### src/hdl/stsd_pkg.sv
// Shared constants and types of the sphere-to-shape distance block.
package stsd_pkg;

  // Packed vector component width; axes carry COMPONENT_BITS-2 fraction bits.
  localparam int COMPONENT_BITS = 21;
  localparam int AXF = COMPONENT_BITS - 2;
  localparam int SZW = 24;
  localparam int QW = 64;
  localparam int RW = QW / 2;

  localparam logic [SZW-1:0] DIST_MAX = '1;

  typedef enum logic [2:0] {
    KIND_SPHERE     = 3'd0,
    KIND_TRIANGLE   = 3'd1,
    KIND_PLATE      = 3'd2,
    KIND_PLATE_HOLE = 3'd3,
    KIND_CYLINDER   = 3'd4
  } kind_t;

  // Side data that rides along the square-root pipeline.
  typedef struct packed {
    logic [2:0]     kind;
    logic           dzero;
    logic [SZW-1:0] sz1;
  } sq_tag_t;

endpackage

### src/hdl/stsd_isqrt.sv
// Pipelined integer square root, four result bits per stage.
module stsd_isqrt (
  input  logic                        clk,
  input  logic                        rst_n,
  input  logic                        in_valid,
  output logic                        in_stall,
  input  logic [stsd_pkg::QW-1:0]     in_q,
  input  stsd_pkg::sq_tag_t           in_tag,
  output logic                        out_valid,
  input  logic                        out_stall,
  output logic [stsd_pkg::RW-1:0]     out_root,
  output stsd_pkg::sq_tag_t           out_tag
);

  localparam int BPS = 4;                       // root bits per stage
  localparam int NS = stsd_pkg::RW / BPS;
  localparam int RMW = stsd_pkg::RW + 4;        // remainder width

  logic [NS-1:0]             vld_r;
  logic [NS:0]               adv;
  logic [RMW-1:0]            rem_r  [NS];
  logic [RMW-1:0]            rem_nxt [NS];
  logic [stsd_pkg::RW-1:0]   root_r [NS];
  logic [stsd_pkg::RW-1:0]   root_nxt [NS];
  logic [stsd_pkg::QW-1:0]   qs_r   [NS];
  logic [stsd_pkg::QW-1:0]   qs_nxt [NS];
  stsd_pkg::sq_tag_t         tag_r  [NS];

  // A stage moves when it is empty or the next one moves.
  always_comb begin
    adv[NS] = !out_stall;
    for (int k = NS - 1; k >= 0; k--) begin
      adv[k] = !vld_r[k] || adv[k+1];
    end
  end

  assign in_stall = !adv[0];

  // Digit-by-digit restoring root, BPS steps per stage.
  always_comb begin
    logic [RMW-1:0]          rem;
    logic [RMW-1:0]          trial;
    logic [stsd_pkg::RW-1:0] root;
    logic [stsd_pkg::QW-1:0] qs;
    for (int k = 0; k < NS; k++) begin
      if (k == 0) begin
        rem  = '0;
        root = '0;
        qs   = in_q;
      end else begin
        rem  = rem_r[k-1];
        root = root_r[k-1];
        qs   = qs_r[k-1];
      end
      for (int j = 0; j < BPS; j++) begin
        rem   = {rem[RMW-3:0], qs[stsd_pkg::QW-1 -: 2]};
        qs    = {qs[stsd_pkg::QW-3:0], 2'b00};
        trial = {{(RMW-stsd_pkg::RW-2){1'b0}}, root, 2'b01};
        if (rem >= trial) begin
          rem  = rem - trial;
          root = {root[stsd_pkg::RW-2:0], 1'b1};
        end else begin
          root = {root[stsd_pkg::RW-2:0], 1'b0};
        end
      end
      rem_nxt[k]  = rem;
      root_nxt[k] = root;
      qs_nxt[k]   = qs;
    end
  end

  // Valid bits.
  always_ff @(posedge clk) begin
    if (!rst_n) begin
      vld_r <= '0;
    end else begin
      for (int k = 0; k < NS; k++) begin
        if (adv[k]) begin
          vld_r[k] <= (k == 0) ? in_valid : vld_r[k-1];
        end
      end
    end
  end

  // Stage data.
  always_ff @(posedge clk) begin
    for (int k = 0; k < NS; k++) begin
      if (adv[k]) begin
        rem_r[k]  <= rem_nxt[k];
        root_r[k] <= root_nxt[k];
        qs_r[k]   <= qs_nxt[k];
        tag_r[k]  <= (k == 0) ? in_tag : tag_r[k-1];
      end
    end
  end

  assign out_valid = vld_r[NS-1];
  assign out_root  = root_r[NS-1];
  assign out_tag   = tag_r[NS-1];

endmodule

### config.mk
export PLATFORM = sky130hd
export DESIGN_NAME = stsd_isqrt
export DESIGN_NICKNAME = d
export VERILOG_FILES = /design/src/hdl/stsd_pkg.sv /design/src/hdl/stsd_isqrt.sv
export SDC_FILE = /design/constraint.sdc
export NUM_CORES = 2
export LEC_CHECK = 0
export ABC_AREA = 1
export BUFFER_PORTS_ARGS = -buffer_cell sky130_fd_sc_hd__clkbuf_2
export CAP_MARGIN = 5
export CORE_ASPECT_RATIO = 0.9
export CORE_MARGIN = 2
export CORE_UTILIZATION = 44
export CTS_CLUSTER_DIAMETER = 120
export CTS_CLUSTER_SIZE = 25
export DETAILED_ROUTE_END_ITERATION = 7
export PLACE_DENSITY = 0.56
export SETUP_SLACK_MARGIN = 0.02
export SLEW_MARGIN = 20
export SYNTH_ARGS = -nofsm -noshare
export SYNTH_HDL_FRONTEND = slang
export SYNTH_SLANG_ARGS = --single-unit
### constraint.sdc
create_clock -name clk -period 36.1 [get_ports clk]
set_input_delay 0 -clock clk [delete_from_list [all_inputs] [get_ports clk]]
set_output_delay 0 -clock clk [all_outputs]
set_load 0.1 [all_outputs]
==> impl_results.md <==
* Root Driver: clkbuf_16
* CP Capture Type: register
* Post-CTS Repair Setup Buffers at 0
* Worst Hold Path Cells at 2
* Mapped cell area at 81,900 µm²
* Max VDD drop at 0.0455 mV
* DIE WIDTH at about 460 µm
* Seq cells post-synth at roughly 840
* Final hold vios at 0
* Clk_skew at about 0.095 ns
* Fin crit share at roughly 43%
* Layout area overhead at 7.92%
* Netlist cell types at 70
* RR Endpoint: rem_r[5][21]$_DFFE_PP_
* Hold-fix buffers, CTS at 172
* Grt met2 use at between 50% and 60%
* Routed Antenna Nets at 0
* H-tree levels at 2
* Top delay family on crit path: compound AO/OA/AOI/OAI gates
* Most frequent cells in the layout: 3,573 x nand2_1, 1,642 x inv_1, 1,477 x nor2_1, 899 x nand3_1, 830 x edfxtp_1
* Worst slew margin at a little under an eighth
* Drt drc at 0
* Busiest grt layer: met2
* Routability cong. at between 1 and 1.5
* Vias in the first global route at 76,670
* First-pass GRT wire length at approximately 470 mm
* Met1 Usage GRT at between 40% and 50%
* Max capacitance violation total at 0
* Critical path type: register to register
* HPWL after DPL at around 260 mm
* Simple-gate area share of the yosys netlist at approximately a third
* Starting Density at between 40% and 50%
* Post-CTS Resized at 0
* Post-synthesis mux area share at less than 1%
* Met3 Use GR at 3.95%
* Crit-path slowest cell: o21ai_0
* Sink of the worst hold path: qs_r[0][45]$_DFFE_PN_
* Reg2reg setup slack at 20.65 ns
* Drt total wl at between 300 and 400 mm
* Leakage power at around 0.042 µW
* Commonest non-fill, non-tap cell in the layout: nand2_1
* CTS tree: done
* Adder-cell share of the synthesized area at 8.55%
* Slew Viols, Final at 0
* Worst Path Arrival at 15.85 ns
* Crit-path most repeated cell: nand2_1
* Xor/xnor cell area share of the yosys netlist at ~5.2%
* Hold Path Class: input port to register
* Post-synthesis async set-or-reset flop share at 0%
* Pwr/cell area at 52.7 nW/µm²
* Final min period at between 15 and 20 ns
* Largest net degree at the start of global routing at 74
* CP Max Fanout at 36
* Core Region at between 150,000 and 200,000 µm²
* Share of cells above drive strength 1 at roughly 4.3%
* Grt total ovfl at 0
* # fillers at roughly 19,000
* # rows at 150
* Port bufs at between 150 and 200
* Crit path launch type: register
* RSZ-0062 raised after global routing: no
* Nets@finish at 13,117
* Die area at between 150,000 and 200,000 µm²
* WP buf/inv at 6
* Vias per cell at 5.57
* Io pins at 158
* Primary FF master, synth: edfxtp_1
* Outcome: finished, final reports clean
* Initial antenna violation count at 4
* Syn avg cell area at 6.70 µm²
* Synth Area in Compound Gates at 11.5%
* Num CTS Buffers at 50
* EDFF count, synth at 830
* Combinational family with the most area after synthesis: simple AND/OR/NAND/NOR gates
* DRT Pass-1 Iters at 7
* Maximum clock path buffer count at 3
* Setup violators final at 0
* Clock-pin slew on the worst setup and hold paths at around 0.10 ns
* Final setup TNS at 0 ns
* Fmax at 64.7 MHz
* Worst-Margin Slew at about 1.3 ns
* Slowest stage delay, CP at between 1 and 1.5 ns
* Worst R2R Start: root_r[1][17]$_DFFE_PP_
* Clock latency on the worst-skew pair at about 0.78 ns
* Sequential area share after synthesis at a little under a third
* Vias at about 83,000
* Synth Instances at between 10,000 and 15,000
* DR WL/cell at between 20 and 25 µm
* Worst Path Required at about 37 ns
* Die Height at between 400 and 500 µm
* Worst Reg-to-Reg Cells at 42
* Initial drt markers at around 9,000
* Global Route Usage Sum at around a third
* Sink Count at approximately 840
* Hold Slack at approximately 0.039 ns
* Yosys warns at 0
* Hold_sp: in_q[45]
## where the power goes
part	internal [µW]	total [µW]	switching (µW)
Sequential	1220	1350	128
Clock	287	683	396
Combinational	743	2620	1880
Total	2250	4660	2400
## through the flow
step	util [%]	power (µW)	cell area, µm²	instances	setup WS, ns
6_report	47.7	4660	88400	14927	20.65
5_1_grt	47.7	4980	88400	14926	19.93
4_1_cts	47.7	4620	88400	14926	21.64
3_5_place_dp	45.8	3900	84900	14669	21.70
3_3_place_gp	45.8	3900	84900	14669	21.55
2_1_floorplan	-	3090	81900	12228	15.49
## cell type report
type	instances	area, µm²	area share (%)
Multi-Input combinational cell	9519	49400	55.9
Sequential cell	838	25100	28.4
Inverter	1693	6390	7.22
Tap cell	2432	3040	3.44
Timing Repair Buffer	359	2730	3.09
Clock buffer	62	1300	1.47
Clock inverter	23	463	0.524
Antenna cell	1	2.50	0.00283
## worst max-delay path by stage
stage	from	endpoint	slack (ns)	cells past startpoint
after floorplan	vld_r[7]$_SDFFE_PN0P_	qs_r[0][0]$_DFFE_PN_	15.49	15
after global placement	root_r[1][19]$_DFFE_PP_	rem_r[5][21]$_DFFE_PP_	21.55	40
after detailed placement	root_r[1][19]$_DFFE_PP_	rem_r[5][21]$_DFFE_PP_	21.70	40
after CTS	root_r[1][17]$_DFFE_PP_	rem_r[5][21]$_DFFE_PP_	21.64	42
after global routing	root_r[1][17]$_DFFE_PP_	rem_r[5][21]$_DFFE_PP_	19.93	42
final	root_r[1][17]$_DFFE_PP_	rem_r[5][21]$_DFFE_PP_	20.65	42
## synthesized netlist by cell type (35+ instances only)
master | instances | area share [%]
or2_2 | 42 | 0.32
nor2_2 | 51 | 0.39
o21a_1 | 48 | 0.44
clkbuf_1 | 58 | 0.27
edfxtp_1 | 830 | 30
a21oi_1 | 695 | 4.2
nand3_1 | 899 | 5.5
o21bai_1 | 35 | 0.32
o21ai_0 | 696 | 4.3
a31oi_1 | 75 | 0.57
nor3_1 | 155 | 0.95
buf_4 | 54 | 0.49
nand3b_1 | 97 | 0.89
ha_1 | 560 | 8.6
nand2_1 | 3574 | 16
inv_1 | 1650 | 7.6
xnor2_1 | 273 | 2.9
nor2_1 | 1477 | 6.8
o21ai_1 | 36 | 0.22
nand4_1 | 256 | 2.0
xor2_1 | 214 | 2.3
nand2_2 | 45 | 0.34
## kinds of logic (layout without fill, tap and decap cells)
kind of cell / count (synthesis) / after routing
and+or+nand+nor: 6737 / 6737
muxes: 3 / 3
AOI/OAI and AO/OA: 1729 / 1729
buffers and inverters: 1871 / 2137
xor gates and xnor gates: 487 / 487
adders and majority gates: 560 / 560
other: 1 / 4
DFF: 838 / 838
## metal layers
layer  vias to the layer above  share of wire [%]
li1                      40740                  -
met1                     38856                 45
met2                      3103                 44
met3                       489                6.6
met4                         2                4.4
met5                         -             0.0063
## state kept, by name, indices dropped and copies added (netlist names)
signal	cells
rem_r	238
qs_r	224
tag_r	224
root_r	144
vld_r	8
Note: power is estimated with default switching activity, not from simulation.
